--- config.mk ---
export PLATFORM = sky130hd
export DESIGN_NAME = bad_fxmul
export DESIGN_NICKNAME = d
export VERILOG_FILES = /design/src/rtl/block_arithmetic_decoder_unit_defines.svh /design/src/rtl/bad_pkg.sv /design/src/rtl/bad_fxmul.sv
export SDC_FILE = /design/constraint.sdc
export NUM_CORES = 2
export LEC_CHECK = 0
export BUFFER_PORTS_ARGS = -buffer_cell sky130_fd_sc_hd__buf_2
export CORE_MARGIN = 2
export CORE_UTILIZATION = 35
export CTS_BUF_LIST = sky130_fd_sc_hd__clkbuf_16
export CTS_CLUSTER_SIZE = 8
export DETAILED_ROUTE_END_ITERATION = 12
export SKIP_CTS_REPAIR_TIMING = 1
export SYNTH_ARGS = -nofsm -noshare
export SYNTH_HDL_FRONTEND = slang
export SYNTH_SLANG_ARGS = --single-unit
--- constraint.sdc ---
create_clock -name clk_i -period 15.3 [get_ports clk_i]
set_clock_uncertainty 0.1 [all_clocks]
set_input_delay 2.295 -clock clk_i [delete_from_list [all_inputs] [get_ports clk_i]]
set_output_delay 2.295 -clock clk_i [all_outputs]
set_load 0.02 [all_outputs]
--- src/rtl/block_arithmetic_decoder_unit_defines.svh ---
// Assertion macros for the arithmetic decoder.
`ifndef BLOCK_ARITHMETIC_DECODER_UNIT_DEFINES_SVH
`define BLOCK_ARITHMETIC_DECODER_UNIT_DEFINES_SVH
`ifndef SYNTHESIS
`define BAD_ASSERT(lbl, clk, rstn, prop) \
  lbl: assert property (@(posedge clk) disable iff (!rstn) prop) \
    else $error("assertion lbl failed");
`define BAD_ASSERT_NEVER(lbl, clk, rstn, cond) \
  lbl: assert property (@(posedge clk) disable iff (!rstn) !(cond)) \
    else $error("assertion lbl failed");
`else
`define BAD_ASSERT(lbl, clk, rstn, prop)
`define BAD_ASSERT_NEVER(lbl, clk, rstn, cond)
`endif
`endif

--- src/rtl/bad_pkg.sv ---
// Shared types and constants of the arithmetic decoder.
`default_nettype none
package bad_pkg;
  localparam int unsigned BLOCK_BYTES_DEF       = 7;
  localparam int unsigned MAX_BLOCK_SYMBOLS_DEF = 64;
  localparam int unsigned ALPHABET_DEF          = 256;
  localparam int unsigned FRAC_BITS             = 60;

  localparam logic OP_TABLE = 1'b0;
  localparam logic OP_CODE  = 1'b1;

  localparam logic REG_BLOCK_SYMBOLS = 1'b0;
  localparam logic REG_TOTAL_SYMBOLS = 1'b1;

  typedef enum logic [2:0] {
    ST_IDLE,
    ST_READ,
    ST_CHECK,
    ST_DIV,
    ST_MUL,
    ST_CMP,
    ST_EMIT
  } state_e;

  typedef struct packed {
    logic        en;
    logic [7:0]  addr;
    logic [31:0] cum;
    logic [31:0] cnt;
  } tbl_wr_t;
endpackage
`default_nettype wire

--- src/rtl/bad_fxmul.sv ---
// Multi-cycle fixed-point multiplier: floor(a * b / 2^60), saturating.
`default_nettype none
module bad_fxmul import bad_pkg::*; (
  input  wire logic        clk_i,
  input  wire logic        rst_ni,
  input  wire logic        start_i,
  input  wire logic [63:0] a_i,
  input  wire logic [63:0] b_i,
  output logic             done_o,
  output logic [63:0]      prod_o
);
  logic         busy_q, busy_d, done_q, done_d;
  logic [1:0]   sel_q, sel_d;
  logic [63:0]  a_q, a_d, b_q, b_d;
  logic [127:0] acc_q, acc_d, part;
  logic [31:0]  pa, pb;
  logic [63:0]  pp;

  assign pa = sel_q[0] ? a_q[63:32] : a_q[31:0];
  assign pb = sel_q[1] ? b_q[63:32] : b_q[31:0];
  assign pp = pa * pb;

  always_comb begin
    unique case (sel_q)
      2'd0:    part = {64'd0, pp};
      2'd3:    part = {pp, 64'd0};
      default: part = {32'd0, pp, 32'd0};
    endcase
  end

  always_comb begin
    busy_d = busy_q;
    done_d = 1'b0;
    sel_d  = sel_q;
    a_d    = a_q;
    b_d    = b_q;
    acc_d  = acc_q;
    if (start_i) begin
      busy_d = 1'b1;
      sel_d  = '0;
      a_d    = a_i;
      b_d    = b_i;
      acc_d  = '0;
    end else if (busy_q) begin
      acc_d = acc_q + part;
      sel_d = sel_q + 2'd1;
      if (sel_q == 2'd3) begin
        busy_d = 1'b0;
        done_d = 1'b1;
      end
    end
  end

  always_ff @(posedge clk_i or negedge rst_ni) begin
    if (!rst_ni) begin
      busy_q <= 1'b0;
      done_q <= 1'b0;
      sel_q  <= '0;
    end else begin
      busy_q <= busy_d;
      done_q <= done_d;
      sel_q  <= sel_d;
    end
  end

  always_ff @(posedge clk_i) begin
    a_q   <= a_d;
    b_q   <= b_d;
    acc_q <= acc_d;
  end

  assign done_o = done_q;
  assign prod_o = (acc_q[127:124] != '0) ? '1 : acc_q[123:60];
endmodule
`default_nettype wire

==> Word level (Yosys, flattened, before mapping) <==
Index checks and enable logic that the tools add are counted.
{ "classes": {"n_mux": 12, "multipliers": 1, "eq_ne": 1, "reduce_logical": 3, "n_addsub": 2} }
{ "op_table": {"columns": ["cell", "n"], "rows": [
  ["case mux 128 bit (2 select lines)", 1],
  ["adder 128 bit", 1],
  ["multiplier 32 x 32 -> 64 bit", 1],
  ["2-to-1 mux 32 bit", 2],
  ["2-to-1 mux 64 bit", 1],
  ["2-to-1 mux 1 bit", 6],
  ["2-to-1 mux 2 bit", 2],
  ["nonzero test 4 bit", 1],
  ["adder 2 x 1 -> 2 bit, second input constant", 1],
  ["equality test 2 bit, second input constant", 1],
  ["logical NOT 2 bit", 1],
  ["nonzero test 2 bit", 1]
]} }
{ "word_totals": {"in_bits": 131, "output_inout_bits": 65, "regBits": 260} }

==> Depth between registers and ports, before layout <==
{ "logic_depth": {"ltp_word": 4, "mapped_depth": 48, "ltp_nobuf": 42} }

==> Worst setup path after synthesis <==
Ideal clock, no wire load.
{ "synth_timing": {"path_kind": "flip-flop to flip-flop", "from": "register sel_q[0]", "to": "register acc_q[123]", "n_path_buf": 6, "period_less_slack_ns": 11.966, "t_arrival_ns": 11.804, "stages_incl_launch_ff": 45, "setup_slack_ns": 3.334, "cell_sequence": "dfrtp_1 clkbuf_1 clkbuf_1 clkbuf_1 mux2i_1 clkbuf_1 nor2_1 fa_1 fa_1 inv_1 fa_1 fa_1 inv_1 fa_1 fa_1 fa_1 inv_1 fa_1 (+9 left out) a211oi_2 o41a_1 xnor2_2 a22o_1 ha_1 buf_2 nand4_1 or4_1 or3_1 nor3_2 o41ai_1 a211oi_2 or2_4 a31o_4 a211o_4 a31oi_4 or4_1 nand3_1"} }
{ "synth_via": {"elab_chain_cells": 4, "elab_cells_between_ends": 6} }
{ "synth_rtl": {"columns": ["element", "line_no", "text"], "rows": [
  ["from (decl)", "bad_fxmul.sv:13", "logic [1:0] sel_q, sel_d;"],
  ["from (signal assigned)", "bad_fxmul.sv:62", "sel_q <= sel_d;"],
  ["2-to-1 mux 32 bit", "bad_fxmul.sv:19", "assign pa = sel_q[0] ? a_q[63:32] : a_q[31:0];"],
  ["multiplier 32 x 32 -> 64 bit", "bad_fxmul.sv:21", "assign pp = pa * pb;"],
  ["case mux 128 bit (2 select lines) (*)", "bad_fxmul.sv:24", "unique case (sel_q)"],
  ["adder 128 bit (*)", "bad_fxmul.sv:45", "acc_d = acc_q + part;"],
  ["to (signal assigned)", "bad_fxmul.sv:69", "acc_q <= acc_d;"],
  ["to (decl)", "bad_fxmul.sv:15", "logic [127:0] acc_q, acc_d, part;"]
]} }
Every way passes the cells marked *; elsewhere a longest branch is shown, timed or not.
A chain may end at the register's enable or synchronous reset.

==> Worst setup path in the final report <==
{ "layout_timing": {"from": "register sel_q[0]", "to": "register acc_q[115]"} }
Same word-level chain as after synthesis.

==> impl_metrics.json <==
{
  "status": "finished clean",
  "row_count": 139,
  "async_flop_share_pct": 1.54,
  "dp.final_hpwl_microns": 147000,
  "wl_per_cell_microns": 23.1,
  "holdPathStages": 2,
  "fmax_ghz": 0.0706,
  "grt_start_max_net_pins": 87,
  "drtIter0Drc": 3535,
  "rsz0062_at_grt": "no",
  "first_pass_iters": 8,
  "max_slew_margin_pct": 6.07,
  "grt_first_pass_wirelength_microns": 269000,
  "cts_inserted_buffers": 42,
  "antenna_left": 0,
  "final_common_cell": "inv_1",
  "mappedNetlistArea_sq_um": 50800,
  "die-height_microns": 385,
  "portBuffers": 195,
  "gp_congestion": 0.967,
  "cp-start-kind": "register",
  "tritoncts": "built",
  "synth_edf_count": 128,
  "place_inst": 7703,
  "cts_root_buf": "clkbuf_16",
  "layout-drive-gt1-share_pct": 8.48,
  "core_area_sq_um": 144000,
  "reg2reg_depth": 40,
  "multiInputGateArea_sq_um": 40000,
  "finalCritPeriodShare_pct": 92.6,
  "cp.arrival_ns": 14.57,
  "ios": 196,
  "drc_errors": 0,
  "fin_setup_tns_ns": 0,
  "design_area_sq_um": 55400,
  "hold_viol": 0,
  "ys_seq_area_share_pct": 12.8,
  "fillers": 14700,
  "antenna_found_initial": 5,
  "die_area_sq_um": 148000,
  "fin_util_pct": 38.5,
  "syn_to_final_growth_pct": 8.92,
  "synth-seq-cells": 260,
  "r2r_slack_ns": 1.13,
  "grt_usage_pct": 24.2,
  "htreeDepth": 2,
  "clockBufferDepth": 3,
  "grt_pass1_vias": 43000,
  "yosys_warnings": 0,
  "num_vias": 42200,
  "place_area_sq_um": 54200,
  "hold_path_class": "register to register",
  "worst_path_max_delay_cell": "mux2i_1",
  "grt_remaining_overflow": 0,
  "max_stage_delay_ns": 0.98,
  "instances_no_fill": 7768,
  "maxSlewViolCount": 0,
  "worstMarginPinSlew_ns": 1.38,
  "regArea_sq_um": 6520,
  "die_x_microns": 385,
  "clk_pin_slew_ns": 0.06,
  "avgViaCountPerCell": 5.43,
  "final_cell_mix": "inv_1, fa_1, nor2_1",
  "final_nets": 7271,
  "synth_fp_nets": 7229,
  "syn_avg_cell_area_sq_um": 8.76,
  "min_period_ns": 14.17,
  "initial_utilization_pct": 35.4,
  "synth_cell_types": 92,
  "endpoint_kind": "register",
  "drv_cap": 0,
  "synth_ff_type": "edfxtp_1",
  "crit_type": "register to register",
  "syn_inst": 5802,
  "clock_latency_ns": 0.65,
  "crit_path_max_fanout": 36,
  "cp_common_cell": "fa_1",
  "required_ns": 15.70,
  "clkSinkCount": 260,
  "setup_viol": 0,
  "routed_wirelength_microns": 179000
}
layout make-up:
class	instances	area share [%]
inverters	908	6.15
clock inverters	19	0.282
diodes	4	0.0181
repair buffers	297	3.27
well taps	1903	4.30
clock buffers	42	1.90
flip-flops and latches	260	11.8
multi-input cells	4335	72.3
layer usage:
layer  GRT usage (%)  vias up  part of all wire (%)
met2            37.4     1832                    44
met5               0        -                     0
li1                -    18500                     -
met1            33.4    21500                    42
met4            9.31        0                   4.3
met3            4.71      355                   8.9
worst max-delay path: cells and delay by family (launching register included):
kind,cells,cell delay (ns)
adder cells (fa/ha/maj),10,4.91
AO/OA/AOI/OAI,15,3.83
AND/OR/NAND/NOR,7,1.93
multiplexers,1,0.98
flip-flops,1,0.97
buffers and inverters,5,0.69
XOR/XNOR,2,0.60
through the flow:
step	setup slack (ns)	hold slack, ns
2_1_floorplan	3.33	0.332
3_3_place_gp	1.47	0.341
3_5_place_dp	1.37	0.353
4_1_cts	1.37	0.367
5_1_grt	0.713	0.380
6_report	1.13	0.373
synth_stat cells (6+ instances only):
cell	instances	area share [%]
inv_1	908	6.7
fa_1	897	35
nor2_1	792	5.8
nand2_1	657	4.9
ha_1	399	9.8
clkbuf_1	269	2.0
a21oi_1	253	2.5
o21ai_0	171	1.7
dfxtp_1	128	5.0
edfxtp_1	128	7.6
mux2i_1	123	2.4
a21o_1	115	1.7
xnor2_1	112	1.9
nand2b_1	92	1.1
nand4_1	71	0.87
and2_1	67	0.82
xor2_1	66	1.1
a22o_1	57	0.98
mux2_2	54	1.2
o21bai_1	50	0.74
nand3_1	43	0.42
nor3_1	34	0.33
nor2b_1	26	0.32
a31oi_1	23	0.28
buf_1	17	0.13
or3_1	17	0.21
a21boi_0	16	0.24
a211oi_1	14	0.21
and3_1	14	0.17
o21a_1	13	0.19
mux2_1	11	0.24
buf_2	10	0.098
a221oi_1	9	0.16
o211ai_1	9	0.13
nor4_1	8	0.098
o22ai_1	8	0.098
o31ai_1	7	0.10
a31o_2	6	0.10
and4_1	6	0.10
o221ai_1	6	0.10
or4_1	6	0.089
path summary, 6_finish.rpt:
check,from,end
setup reg to reg,sel_q[0]$_DFFE_PN0P_,acc_q[115]$_SDFFE_PP0P_
min in group asynchronous,rst_ni,done_o$_DFF_PN0_
max in group asynchronous,rst_ni,busy_q$_DFF_PN0_
hold reg to reg,acc_q[59]$_SDFFE_PP0P_,acc_q[59]$_SDFFE_PP0P_
hold / removal,acc_q[59]$_SDFFE_PP0P_,acc_q[59]$_SDFFE_PP0P_
setup / recovery,sel_q[0]$_DFFE_PN0P_,acc_q[115]$_SDFFE_PP0P_
cells by family after synthesis:
logic type | Yosys count | share of synthesized area (%)
simple gates | 1855 | 15.6
fa+ha+maj | 1296 | 45.1
buf+inv | 1207 | 8.95
compound gates | 817 | 10.5
flops | 260 | 12.8
mux | 188 | 3.86
xor+xnor | 179 | 3.10
sequential cells by signal (all words and copies together), names as in the netlist:
register / flops
acc_q: 128
busy_q: 1
done_o: 1
a_q: 64
sel_q: 2
b_q: 64
Power is left out: the tool's default activity adds up to more than one toggle a clock period on the data nets, which glitch-free logic cannot reach.
