`config.mk`:
```
export PLATFORM = sky130hd
export DESIGN_NAME = bad_fxdiv
export DESIGN_NICKNAME = d
export VERILOG_FILES = /design/src/rtl/block_arithmetic_decoder_unit_defines.svh /design/src/rtl/bad_pkg.sv /design/src/rtl/bad_fxdiv.sv
export SDC_FILE = /design/constraint.sdc
export NUM_CORES = 1
export LEC_CHECK = 0
export BUFFER_PORTS_ARGS = -buffer_cell sky130_fd_sc_hd__buf_2
export CAP_MARGIN = 10
export CORE_MARGIN = 10
export CORE_UTILIZATION = 58
export CTS_CLUSTER_SIZE = 16
export DETAILED_ROUTE_END_ITERATION = 16
export GPL_TIMING_DRIVEN = 0
export PLACE_DENSITY = 0.81
export SLEW_MARGIN = 30
export SYNTH_ARGS = -nofsm -noshare
export SYNTH_HDL_FRONTEND = slang
export SYNTH_SLANG_ARGS = --single-unit
```
`constraint.sdc`:
```
create_clock -name clk_i -period 3.29 [get_ports clk_i]
set_clock_uncertainty 0.2 [all_clocks]
set_input_delay 0 -clock clk_i [delete_from_list [all_inputs] [get_ports clk_i]]
set_output_delay 0 -clock clk_i [all_outputs]
set_load 0.01 [all_outputs]
```
`src/rtl/block_arithmetic_decoder_unit_defines.svh`:
```
// Assertion macros for the arithmetic decoder.
`ifndef BLOCK_ARITHMETIC_DECODER_UNIT_DEFINES_SVH
`define BLOCK_ARITHMETIC_DECODER_UNIT_DEFINES_SVH
`ifndef SYNTHESIS
`define BAD_ASSERT(lbl, clk, rstn, prop) \
  lbl: assert property (@(posedge clk) disable iff (!rstn) prop) \
    else $error("assertion lbl failed");
`define BAD_ASSERT_NEVER(lbl, clk, rstn, cond) \
  lbl: assert property (@(posedge clk) disable iff (!rstn) !(cond)) \
    else $error("assertion lbl failed");
`else
`define BAD_ASSERT(lbl, clk, rstn, prop)
`define BAD_ASSERT_NEVER(lbl, clk, rstn, cond)
`endif
`endif

```
`src/rtl/bad_pkg.sv`:
```
// Shared types and constants of the arithmetic decoder.
`default_nettype none
package bad_pkg;
  localparam int unsigned BLOCK_BYTES_DEF       = 7;
  localparam int unsigned MAX_BLOCK_SYMBOLS_DEF = 64;
  localparam int unsigned ALPHABET_DEF          = 256;
  localparam int unsigned FRAC_BITS             = 60;

  localparam logic OP_TABLE = 1'b0;
  localparam logic OP_CODE  = 1'b1;

  localparam logic REG_BLOCK_SYMBOLS = 1'b0;
  localparam logic REG_TOTAL_SYMBOLS = 1'b1;

  typedef enum logic [2:0] {
    ST_IDLE,
    ST_READ,
    ST_CHECK,
    ST_DIV,
    ST_MUL,
    ST_CMP,
    ST_EMIT
  } state_e;

  typedef struct packed {
    logic        en;
    logic [7:0]  addr;
    logic [31:0] cum;
    logic [31:0] cnt;
  } tbl_wr_t;
endpackage
`default_nettype wire

```
`src/rtl/bad_fxdiv.sv`:
```
// Bit-serial fixed-point divider: floor(num * 2^60 / den), saturating.
`default_nettype none
module bad_fxdiv import bad_pkg::*; (
  input  wire logic        clk_i,
  input  wire logic        rst_ni,
  input  wire logic        start_i,
  input  wire logic [32:0] num_i,
  input  wire logic [31:0] den_i,
  output logic             done_o,
  output logic [63:0]      quo_o
);
  localparam int unsigned STEPS = 33 + FRAC_BITS;

  logic        busy_q, busy_d, done_q, done_d, ovf_q, ovf_d;
  logic [6:0]  cnt_q, cnt_d;
  logic [32:0] num_q, num_d;
  logic [31:0] rem_q, rem_d, den_q, den_d;
  logic [63:0] quo_q, quo_d;
  logic [32:0] r2;
  logic        ge;

  assign r2 = {rem_q, num_q[32]};
  assign ge = r2 >= {1'b0, den_q};

  always_comb begin
    busy_d = busy_q;
    done_d = 1'b0;
    ovf_d  = ovf_q;
    cnt_d  = cnt_q;
    num_d  = num_q;
    rem_d  = rem_q;
    den_d  = den_q;
    quo_d  = quo_q;
    if (start_i) begin
      busy_d = 1'b1;
      ovf_d  = 1'b0;
      cnt_d  = '0;
      num_d  = num_i;
      rem_d  = '0;
      den_d  = (den_i == '0) ? 32'd1 : den_i;
      quo_d  = '0;
    end else if (busy_q) begin
      rem_d = ge ? 32'(r2 - {1'b0, den_q}) : r2[31:0];
      num_d = {num_q[31:0], 1'b0};
      quo_d = {quo_q[62:0], ge};
      ovf_d = ovf_q | quo_q[63];
      cnt_d = cnt_q + 7'd1;
      if (cnt_q == 7'(STEPS - 1)) begin
        busy_d = 1'b0;
        done_d = 1'b1;
      end
    end
  end

  always_ff @(posedge clk_i or negedge rst_ni) begin
    if (!rst_ni) begin
      busy_q <= 1'b0;
      done_q <= 1'b0;
      cnt_q  <= '0;
    end else begin
      busy_q <= busy_d;
      done_q <= done_d;
      cnt_q  <= cnt_d;
    end
  end

  always_ff @(posedge clk_i) begin
    ovf_q <= ovf_d;
    num_q <= num_d;
    rem_q <= rem_d;
    den_q <= den_d;
    quo_q <= quo_d;
  end

  assign done_o = done_q;
  assign quo_o  = ovf_q ? '1 : quo_q;
endmodule
`default_nettype wire

```
# Word-level counts from Yosys, hierarchy flattened
# Cells that the tools add are included.
[op_classes]
muxes = 12
reduce_logical = 2
order_cmp = 1
eq_ne = 1
bitwise = 1
add_sub_neg = 2
[op_table]
columns = ["op", "count"]
rows = [
  ["$mux 33", 2],
  ["$mux 64", 1],
  ["$ge 33x32->1", 1],
  ["$logic_not 32->1", 1],
  ["$mux 32", 1],
  ["$sub 32x32->32", 1],
  ["$mux 7", 2],
  ["$add 7x1->7 const B", 1],
  ["$eq 7x7->1 const B", 1],
  ["$mux 1", 6],
  ["$reduce_bool 2->1", 1],
  ["$or 1x1->1", 1],
]
[word_totals]
ff_bits = 171
elab_cells = 27

# Logic depth before layout (Yosys ltp)
# Gate-level depths: netlist of the first run.
[depth]
ltp_word = 4
mapped_depth = 12

# Worst setup path before layout of the first run
# Ideal clock, no wire load.
[synth_path]
path_kind = "flip-flop to flip-flop"
from = "register num_q[32]"
to = "register rem_q[28]"
setup_slack_ns = 0.595
stages_incl_launch_ff = 12
t_arrival_ns = 2.426
required_ns = 3.021
cell_sequence = "edfxtp_1 > inv_1 > ha_1 > fa_1 > nor2b_1 > o2111ai_1 > a31oi_1 > and4_1 > a211oi_4 > o211a_1 > a211o_1 > o21ai_1"
[synth_via]
elab_chain_len = 2
elab_cells_between_ends = 3
classes_between = "1 x add/sub; 1 x order compare; 1 x mux"
[synth_lines]
columns = ["item", "line", "source"]
rows = [
  ["start: declaration", "bad_fxdiv.sv:16", "logic [32:0] num_q, num_d;"],
  ["start signal: assignment", "bad_fxdiv.sv:69", "num_q <= num_d;"],
  ["$sub 32x32->32 / $ge 33x32->1 (equally long branches)", "bad_fxdiv.sv:43, bad_fxdiv.sv:23", ""],
  ["$mux 32 (*)", "bad_fxdiv.sv:43", "rem_d = ge ? 32'(r2 - {1'b0, den_q}) : r2[31:0];"],
  ["end signal: assignment", "bad_fxdiv.sv:70", "rem_q <= rem_d;"],
  ["end: declaration", "bad_fxdiv.sv:17", "logic [31:0] rem_q, rem_d, den_q, den_d;"],
]
# Every way passes the cells marked *; elsewhere a longest branch is shown, timed or not.
# A chain may end at the register's enable or synchronous reset.

# Worst setup path in the final report of the first run
[layout_path]
from = "register den_q[27]"
to = "register rem_q[30]"
[layout_via]
elab_chain_len = 2
elab_cells_between_ends = 3
classes_between = "1 x add/sub; 1 x order compare; 1 x mux"
[layout_lines]
columns = ["item", "line", "source"]
rows = [
  ["start: declaration", "bad_fxdiv.sv:17", ""],
  ["start signal: assignment", "bad_fxdiv.sv:71", "den_q <= den_d;"],
  ["$sub 32x32->32 / $ge 33x32->1 (equally long branches)", "bad_fxdiv.sv:43, bad_fxdiv.sv:23", ""],
  ["$mux 32 (*)", "bad_fxdiv.sv:43", ""],
]
# Marks and branches as above.

==> impl_metrics.json, run 1 <==
{
  "synth_largest_area_cell": "edfxtp_1",
  "peakVddDrop_mv": 0.383,
  "whs_path_depth": 3,
  "dpl.hpwl_um": 15900,
  "seqPwrFrac": 0.492,
  "synth_fp_nets": 1038,
  "cts_made_buffers": 17,
  "critPathLaunchType": "register",
  "viasPerCell": 5.63,
  "fmax_mhz": 320,
  "ys.flop_type": "dfxtp_1",
  "detail-route-antenna-nets": 0,
  "crit_path_max_fanout": 10,
  "multi_input_area_mm2": 0.00444,
  "grt_first_pass_wirelength_um": 39100,
  "ys_top_cells_by_area": "edfxtp_1, dfxtp_1, mux2i_1",
  "synth_warnings": 0,
  "p_comb_frac": 0.094,
  "firstDrtPassIters": 5,
  "rsz0062_at_grt": "yes",
  "finalNonFillerCells": 1381,
  "nNetsFinal": 1258,
  "clkPwrFrac": 0.414,
  "grt_pass1_vias": 7877,
  "regArea_mm2": 0.00412,
  "area_delta_synth_final_pct": 24.3,
  "fin_setup_tns_ns": 0,
  "dp_cells": 1278,
  "final.fill_count": 1073,
  "clk_pin_slew_ns": 0.07,
  "crit_type": "register to register",
  "reg2reg_depth": 12,
  "status": "finished clean",
  "min_to": "den_q[10]$_SDFFCE_PN0P_",
  "post_dp_cell_area_mm2": 0.00998,
  "yosysSeqAreaShare": 0.455,
  "die_h_um": 145,
  "drt-total-wl_um": 23900,
  "syn_area_mm2": 0.00906,
  "start_util": 0.594,
  "grt_max_degree": 34,
  "synthCells": 935,
  "drc_errors": 0,
  "post-route-min-period_ns": 3.12,
  "dieArea_mm2": 0.0210,
  "p_switching_mw": 1.19,
  "clk_path_buf_depth": 2,
  "leakagePower_nw": 5.59,
  "fp.dieW_um": 145,
  "hold_path.class": "input pin to register",
  "async_flop_share": 0.0526,
  "fin_area_mm2": 0.0113,
  "internal-power_mw": 3.52,
  "switching_share": 0.253,
  "drtIter0Drc": 676,
  "drv_slew": 0,
  "worstMarginPinSlew_ns": 0.790,
  "r2r_end": "rem_q[30]$_SDFFE_PP0P_",
  "antenna_found_initial": 2,
  "clock_latency_ns": 0.43,
  "io_buffers": 132,
  "drive_above_1_share": 0.243,
  "slew-limit-headroom": 0.473,
  "regToRegSetupSlack_ns": 0.17,
  "crit_arrival_ns": 3.21,
  "synth_edf_count": 65,
  "grt_use_total": 0.221,
  "vias": 7775,
  "fin_util": 0.738,
  "clock_sinks": 171,
  "grt.overflow.total": 0,
  "startpoint": "den_q[27]$_SDFFCE_PN0P_",
  "ys_ff_latch": 171,
  "ios": 133,
  "worstHoldStart": "den_i[10]",
  "h-tree-depth": 4,
  "synth_top_area_frac": 0.215,
  "power_density_mw_per_mm2": 419,
  "required_ns": 3.38,
  "reg2reg_from": "den_q[27]$_SDFFCE_PN0P_",
  "clock-root-buffer": "clkbuf_16",
  "gp_congestion": 0.914,
  "post_cts_buffers": 0,
  "num_rows": 45,
  "finalCritPeriodShare": 0.949,
  "setup_viol": 0,
  "maxCapViolCount": 0,
  "power.total_mw": 4.71,
  "synthTopCellsByCount": "nor2_1, dfxtp_1, clkbuf_1, edfxtp_1, or2_2",
  "cts_tree": "done",
  "cp-end-kind": "register",
  "wl_per_cell_um": 17.3,
  "coreArea_mm2": 0.0153,
  "finalHoldViolCount": 0,
  "synth_cell_types": 63,
  "yosysMostFrequentCell": "nor2_1",
  "avgSynthCellArea_um2": 9.69
}
[cells in the final DEF (no fill, tap or decap), types with 6 or more instances in the layout]
master         instances
a311oi_1              21
a21oi_1               27
and3_1                21
or2_2                 65
nor4_1                11
dlygate4sd3_1         69
buf_2                140
nor3_1                 8
buf_1                 10
o21ai_0               36
dfxtp_1               97
nand2_1               28
xnor2_1               17
mux2i_1               64
or3_1                  6
nor2b_1               10
nand4_1                9
clkbuf_1              64
inv_1                 40
a31oi_1                9
mux2_2                32
a21o_1                13
nor2_1               116
ha_1                  33
clkbuf_16             17
xor2_1                 7
dfrtp_1                9
nand3_1               30
edfxtp_1              65
[worst max path at each step]
stage / cells after the start / slack [ns] / end
final: 12 / 0.17 / rem_q[30]$_SDFFE_PP0P_
after global routing: 12 / -0.0006 / rem_q[7]$_SDFFE_PP0P_
after CTS: 11 / 0.07 / rem_q[20]$_SDFFE_PP0P_
after detailed placement: 11 / 0.10 / rem_q[16]$_SDFFE_PP0P_
after global placement: 5 / 0.11 / num_q[9]$_DFFE_PP_
after floorplan: 11 / 0.59 / rem_q[28]$_SDFFE_PP0P_
[power by group through the flow]
stage | combinational (mW) | sequential (mW) | clock (mW)
after floorplan | 0.251 | 2.35 | 0
after global placement | 0.355 | 2.36 | 0
after detailed placement | 0.365 | 2.36 | 0
after CTS | 0.432 | 2.32 | 1.96
after global routing | 0.488 | 2.33 | 2.05
final | 0.444 | 2.32 | 1.95
[timing repair]
action | CTS | global route
endpoints found under the setup margin | 0 | 19
hold buffers | 69 | 0
resized for setup | 0 | 8
endpoints found under the hold margin | 78 | 0
[critical path, stage by stage (launching register included)]
cell	delay, ns
edfxtp_1	0.35
inv_1	0.05
ha_2	0.38
and3_1	0.22
nand2_1	0.09
or3_1	0.43
nor2b_1	0.16
nand4_1	0.13
and3_1	0.19
clkbuf_1	0.18
buf_2	0.25
a41oi_1	0.23
o22ai_1	0.12
[per-layer routing]
metal  GRT usage  part of all wire  routed length (µm)  up-vias
li1            -                 -                   -     3763
met1       0.276              0.43               10300     3649
met2       0.361              0.47               11300      318
met3      0.0596             0.075                1790       45
met4      0.0751             0.021                 509        0
met5           0                 0                   0        -
[sequential cells by signal, summed over array words and instances (netlist names)]
register	cells
busy_q	1
cnt_q	7
quo_q	64
num_q	33
den_q	32
done_o	1
rem_q	32
ovf_q	1
[through the flow]
stage / setup slack, ns / hold slack [ns]
floorplan: 0.595 / -0.496
global placement: 0.109 / -0.335
detailed placement: 0.104 / -0.335
CTS: 0.0684 / 0.161
global route: -0.000646 / 0.174
finish: 0.167 / 0.160
[cells by family after synthesis]
kind of cell               synth area share
xor gates and xnor gates             0.0232
and+or+nand+nor                       0.173
AOI/OAI and AO/OA                     0.133
muxes                                 0.110
DFF                                   0.455
buffers and inverters                0.0561
adders and majority gates            0.0492
[cell type report]
cell class	instances	share of cell area
clock inverters	15	0.0126
diodes	2	0.000445
multi-input cells	637	0.394
repair buffers	201	0.120
plain buffers	86	0.0317
clock buffers	17	0.0378
well taps	211	0.0235
flip-flops and latches	171	0.366
inverters	41	0.0137
Power figures use the tool's default switching activity.
==> run 2: changes to the inputs <==
--- a/config.mk
+++ b/config.mk
@@ -8,11 +8,12 @@
 export BUFFER_PORTS_ARGS = -buffer_cell sky130_fd_sc_hd__buf_2
 export CAP_MARGIN = 10
 export CORE_MARGIN = 10
-export CORE_UTILIZATION = 58
+export CORE_UTILIZATION = 45
+export CTS_CLUSTER_DIAMETER = 80
 export CTS_CLUSTER_SIZE = 16
 export DETAILED_ROUTE_END_ITERATION = 16
 export GPL_TIMING_DRIVEN = 0
-export PLACE_DENSITY = 0.81
+export PLACE_DENSITY = 0.65
 export SLEW_MARGIN = 30
 export SYNTH_ARGS = -nofsm -noshare
 export SYNTH_HDL_FRONTEND = slang
==> impl_metrics.json, run 2 (synthesized netlist as in run 1, its figures left out) <==
{
  "status": "finished clean",
  "coreArea_mm2": 0.0197,
  "p_comb_frac": 0.090,
  "worstHoldStart": "den_i[22]",
  "clock-root-buffer": "clkbuf_16",
  "seqPwrFrac": 0.483,
  "required_ns": 3.37,
  "dr_wl_met2_um": 10300,
  "start_util": 0.461,
  "wl_per_cell_um": 16.1,
  "cts_tree": "done",
  "dp_cells": 1332,
  "worstMarginPinSlew_ns": 0.773,
  "grt_pass1_vias": 7442,
  "peakVddDrop_mv": 0.342,
  "grt_max_degree": 34,
  "slew-limit-headroom": 0.485,
  "cts_made_buffers": 17,
  "h-tree-depth": 4,
  "die_h_um": 162,
  "post_dp_cell_area_mm2": 0.0101,
  "largest_register_ffs": 64,
  "reg2reg_from": "rem_q[25]$_SDFFE_PP0P_",
  "layout_commonest_cell": "buf_2",
  "clock_latency_ns": 0.44,
  "num_rows": 51,
  "highest-signal-layer": "met4",
  "ios": 133,
  "grt_first_pass_wirelength_um": 37300,
  "setup_viol": 0,
  "drc_errors": 0,
  "drt-total-wl_um": 23000,
  "drive_above_1_share": 0.243,
  "largestRegisters": "quo_q x64, num_q x33",
  "crit_path_max_fanout": 10,
  "internal-power_mw": 3.58,
  "fmax_mhz": 322,
  "startpoint": "rem_q[25]$_SDFFE_PP0P_",
  "grt_use_total": 0.173,
  "drv_slew": 0,
  "final.fill_count": 1788,
  "cp-end-kind": "register",
  "drt-met1-wl_um": 11300,
  "wl_met3_um": 1180,
  "dpl.hpwl_um": 16400,
  "power_density_mw_per_mm2": 421,
  "clock_sinks": 171,
  "crit_type": "register to register",
  "io_buffers": 132,
  "maxCapViolCount": 0,
  "fin_area_mm2": 0.0114,
  "detail-route-antenna-nets": 0,
  "post-route-min-period_ns": 3.11,
  "critPathLaunchType": "register",
  "grt.overflow.total": 0,
  "fin_setup_tns_ns": 0,
  "finalCritPeriodShare": 0.945,
  "nNetsFinal": 1258,
  "finalHoldViolCount": 0,
  "leakagePower_nw": 5.61,
  "dieArea_mm2": 0.0262,
  "finalNonFillerCells": 1434,
  "viasPerCell": 5.24,
  "switching_share": 0.251,
  "rsz0062_at_grt": "no",
  "fp.dieW_um": 162,
  "antenna_found_initial": 1,
  "p_switching_mw": 1.20,
  "clkPwrFrac": 0.426,
  "final_cell_mix": "buf_2, nor2_1, dfxtp_1",
  "gp_congestion": 0.910,
  "crit_arrival_ns": 3.19,
  "hold_path.class": "input pin to register",
  "vias": 7516,
  "clk_path_buf_depth": 2,
  "clk_pin_slew_ns": 0.07,
  "fin_util": 0.579,
  "drtIter0Drc": 368,
  "area_delta_synth_final_pct": 25.5,
  "top_register": "quo_q",
  "firstDrtPassIters": 5
}
==> run 2: changes by cell type in the layout (fill, tap and decap cells not counted), sizes merged <==
cell / delta
diode: -1
buf: -2
clkinv: +2
clkbuf: +3
inv: -3
==> run 2: critical path, cell delays in order (launching register included) <==
cell	delay (ns)
dfxtp_1	0.34
ha_1	0.41
and3_1	0.23
nand2_1	0.09
or3_1	0.42
nor2b_1	0.15
nand4_1	0.13
and3_1	0.19
clkbuf_1	0.19
buf_2	0.25
a41oi_1	0.22
o22ai_1	0.11
==> run 2: cell type report <==
cell class / count / area, µm² / share of cell area
buffer: 86 / 362 / 0.0318
clock inverter: 14 / 163 / 0.0143
multi-input combinational: 637 / 4440 / 0.390
antenna: 1 / 2.50 / 0.000220
sequential: 171 / 4120 / 0.362
tap: 265 / 332 / 0.0292
timing repair buffer: 201 / 1350 / 0.119
clock buffer: 18 / 450 / 0.0396
inverter: 41 / 154 / 0.0135
==> run 2: worst paths after layout <==
kind / cells past startpoint / endpoint / slack, ns
max in group asynchronous: 3 / cnt_q[4]$_DFFE_PN0P_ / 2.20
max reg2reg: 11 / rem_q[30]$_SDFFE_PP0P_ / 0.18
min: 3 / den_q[22]$_SDFFCE_PN0P_ / 0.17
min reg2reg: 2 / rem_q[7]$_SDFFE_PP0P_ / 0.31
max: 11 / rem_q[30]$_SDFFE_PP0P_ / 0.18
min in group asynchronous: 3 / done_o$_DFF_PN0_ / 0.39
==> run 2: timing repair <==
item	CTS	global route
endpoints found under the setup margin	0	21
setup buffers	0	0
hold buffers	69	0
gates resized for setup	0	10
hold endpoints to repair	91	0
==> run 2: per-stage QoR <==
| stage | power [mW] | hold slack (ns) | setup slack [ns] |
|---|---|---|---|
| after floorplan | 2.60 | -0.496 | 0.595 |
| after global placement | 2.72 | -0.337 | -0.0966 |
| after detailed placement | 2.73 | -0.334 | 0.0617 |
| after CTS | 4.83 | 0.146 | 0.0245 |
| after global routing | 4.98 | 0.174 | 0.0129 |
| final | 4.78 | 0.170 | 0.182 |
==> run 2: routing by layer <==
metal	vias up	global-route usage
met3	19	0.0442
met2	185	0.269
met5	-	0
met4	0	0.0488
met1	3544	0.233
li1	3768	-
==> run 2: power groups by stage <==
stage	combinational, mW	clock, mW	sequential [mW]
after floorplan	0.251	0	2.35
after CTS	0.433	2.09	2.31
after global placement	0.362	0	2.36
final	0.433	2.04	2.31
after detailed placement	0.367	0	2.36
after global routing	0.482	2.17	2.32
==> run 3: changes to the inputs <==
--- a/config.mk
+++ b/config.mk
@@ -8,12 +8,12 @@
 export BUFFER_PORTS_ARGS = -buffer_cell sky130_fd_sc_hd__buf_2
 export CAP_MARGIN = 10
 export CORE_MARGIN = 10
-export CORE_UTILIZATION = 45
+export CORE_UTILIZATION = 35
 export CTS_CLUSTER_DIAMETER = 80
 export CTS_CLUSTER_SIZE = 16
 export DETAILED_ROUTE_END_ITERATION = 16
 export GPL_TIMING_DRIVEN = 0
-export PLACE_DENSITY = 0.65
+export PLACE_DENSITY = 0.61
 export SLEW_MARGIN = 30
 export SYNTH_ARGS = -nofsm -noshare
 export SYNTH_HDL_FRONTEND = slang
==> impl_metrics.json, run 3 (synthesized netlist as in run 1, its figures left out) <==
{
  "grt_max_degree": 34,
  "clk_pin_slew_ns": 0.08,
  "power.total_mw": 4.96,
  "peakVddDrop_mv": 0.289,
  "critPathLaunchType": "register",
  "clkPwrFrac": 0.446,
  "seqPwrFrac": 0.466,
  "clock_sinks": 171,
  "drt-total-wl_um": 24800,
  "detail-route-antenna-nets": 0,
  "h-tree-depth": 4,
  "hold_path.class": "input pin to register",
  "p_switching_mw": 1.37,
  "ios": 133,
  "drive_above_1_share": 0.244,
  "wl_per_cell_um": 16.6,
  "start_util": 0.358,
  "dieArea_mm2": 0.0327,
  "gp_congestion": 0.865,
  "maxCapViolCount": 0,
  "internal-power_mw": 3.59,
  "nNetsFinal": 1255,
  "cts_tree": "done",
  "grt_use_total": 0.148,
  "fmax_mhz": 323,
  "power_density_mw_per_mm2": 433,
  "largest_register_ffs": 64,
  "drc_errors": 0,
  "switching_share": 0.276,
  "drtIter0Drc": 406,
  "leakagePower_nw": 5.61,
  "clock_latency_ns": 0.45,
  "layout_commonest_cell": "buf_2",
  "status": "finished clean",
  "area_delta_synth_final_pct": 26.6,
  "io_buffers": 132,
  "required_ns": 3.43,
  "grt_pass1_vias": 7514,
  "finalHoldViolCount": 0,
  "clock-root-buffer": "clkbuf_16",
  "post-route-min-period_ns": 3.10,
  "antenna_found_initial": 0,
  "fp.dieW_um": 181,
  "firstDrtPassIters": 5,
  "top_register": "quo_q",
  "cts_made_buffers": 17,
  "fin_util": 0.453,
  "cp-end-kind": "register",
  "num_rows": 58,
  "p_comb_frac": 0.088,
  "clk_path_buf_depth": 2,
  "crit_arrival_ns": 3.23,
  "post_cts_buffers": 0,
  "vias": 7476,
  "viasPerCell": 5.00,
  "post_dp_cell_area_mm2": 0.0101,
  "grt.overflow.total": 0,
  "drv_slew": 0,
  "setup_viol": 0,
  "antenna_cells": 0,
  "crit_type": "register to register",
  "final_cell_mix": "buf_2, nor2_1, dfxtp_1",
  "crit_path_max_fanout": 10,
  "largestRegisters": "quo_q x64, num_q x33",
  "coreArea_mm2": 0.0253,
  "finalCritPeriodShare": 0.941,
  "fin_area_mm2": 0.0115,
  "worstMarginPinSlew_ns": 0.816,
  "dpl.hpwl_um": 17900,
  "die_h_um": 181,
  "rsz0062_at_grt": "no",
  "slew-limit-headroom": 0.456,
  "grt_first_pass_wirelength_um": 39600
}
-- run 3: changes by cell type in the layout (fill, tap and decap cells not counted), sizes merged --
cell         change
clkbuf           -2
dlygate4sd3      -2
diode            -1
inv              +1
-- run 3: timing repair --
item | CTS | global route
hold buffers | 67 | 0
endpoints found under the setup margin | 0 | 23
resized for setup | 0 | 7
hold endpoints to repair | 74 | 0
-- run 3: layout make-up --
cell class,instances,area (µm²)
Sequential cell,171,4120
Inverter,41,154
Clock inverter,15,231
Fill cell,2492,13900
Clock buffer,17,425
Timing Repair Buffer,199,1330
Buffer,85,355
Tap cell,330,413
Multi-Input combinational cell,637,4440
-- run 3: final timing paths --
path                                           end  depth (start not counted)                    from  slack (ns)
setup / recovery             rem_q[4]$_SDFFE_PP0P_                         11  rem_q[23]$_SDFFE_PP0P_        0.19
hold / removal             den_q[17]$_SDFFCE_PN0P_                          1                 start_i       0.006
setup reg to reg             rem_q[4]$_SDFFE_PP0P_                         11  rem_q[23]$_SDFFE_PP0P_        0.19
hold reg to reg              rem_q[5]$_SDFFE_PP0P_                          2   rem_q[5]$_SDFFE_PP0P_        0.31
max in group asynchronous     cnt_q[2]$_DFFE_PN0P_                          3                  rst_ni        2.22
min in group asynchronous         busy_q$_DFF_PN0_                          3                  rst_ni        0.38
-- run 3: layer usage --
| layer | part of all wire | GRT usage |
|---|---|---|
| met1 | 0.47 | 0.194 |
| met2 | 0.46 | 0.233 |
| met3 | 0.054 | 0.0392 |
| met4 | 0.016 | 0.0449 |
| met5 | 0 | 0 |
-- run 3: stage by stage --
step	hold slack, ns	setup TNS [ns]	worst slack [ns]	instances
3_3_place_gp	-0.339	-0.0770	-0.00417	1397
6_report	0.00552	0	0.194	1495
3_5_place_dp	-0.337	0	0.0795	1397
4_1_cts	0.0146	0	0.0485	1496
2_1_floorplan	-0.496	0	0.595	935
5_1_grt	0.0352	0	0.00788	1495
-- run 3: worst max-delay path, stage by stage (launching register included) --
cell and delay, ns:
dfxtp_1 0.36, ha_1 0.38, a21oi_1 0.21, o21ai_1 0.17, a31oi_1 0.19, nand2_1 0.14
nand4_1 0.17, and3_1 0.16, clkbuf_1 0.29, buf_2 0.32, nand3_1 0.11, a311oi_1 0.29
-- run 3: power groups by stage --
stage / clock network [mW] / registers [mW] / logic, mW
3_3_place_gp: 0 / 2.36 / 0.367
6_report: 2.21 / 2.31 / 0.437
4_1_cts: 2.27 / 2.31 / 0.439
5_1_grt: 2.35 / 2.32 / 0.489
3_5_place_dp: 0 / 2.36 / 0.370
2_1_floorplan: 0 / 2.35 / 0.251
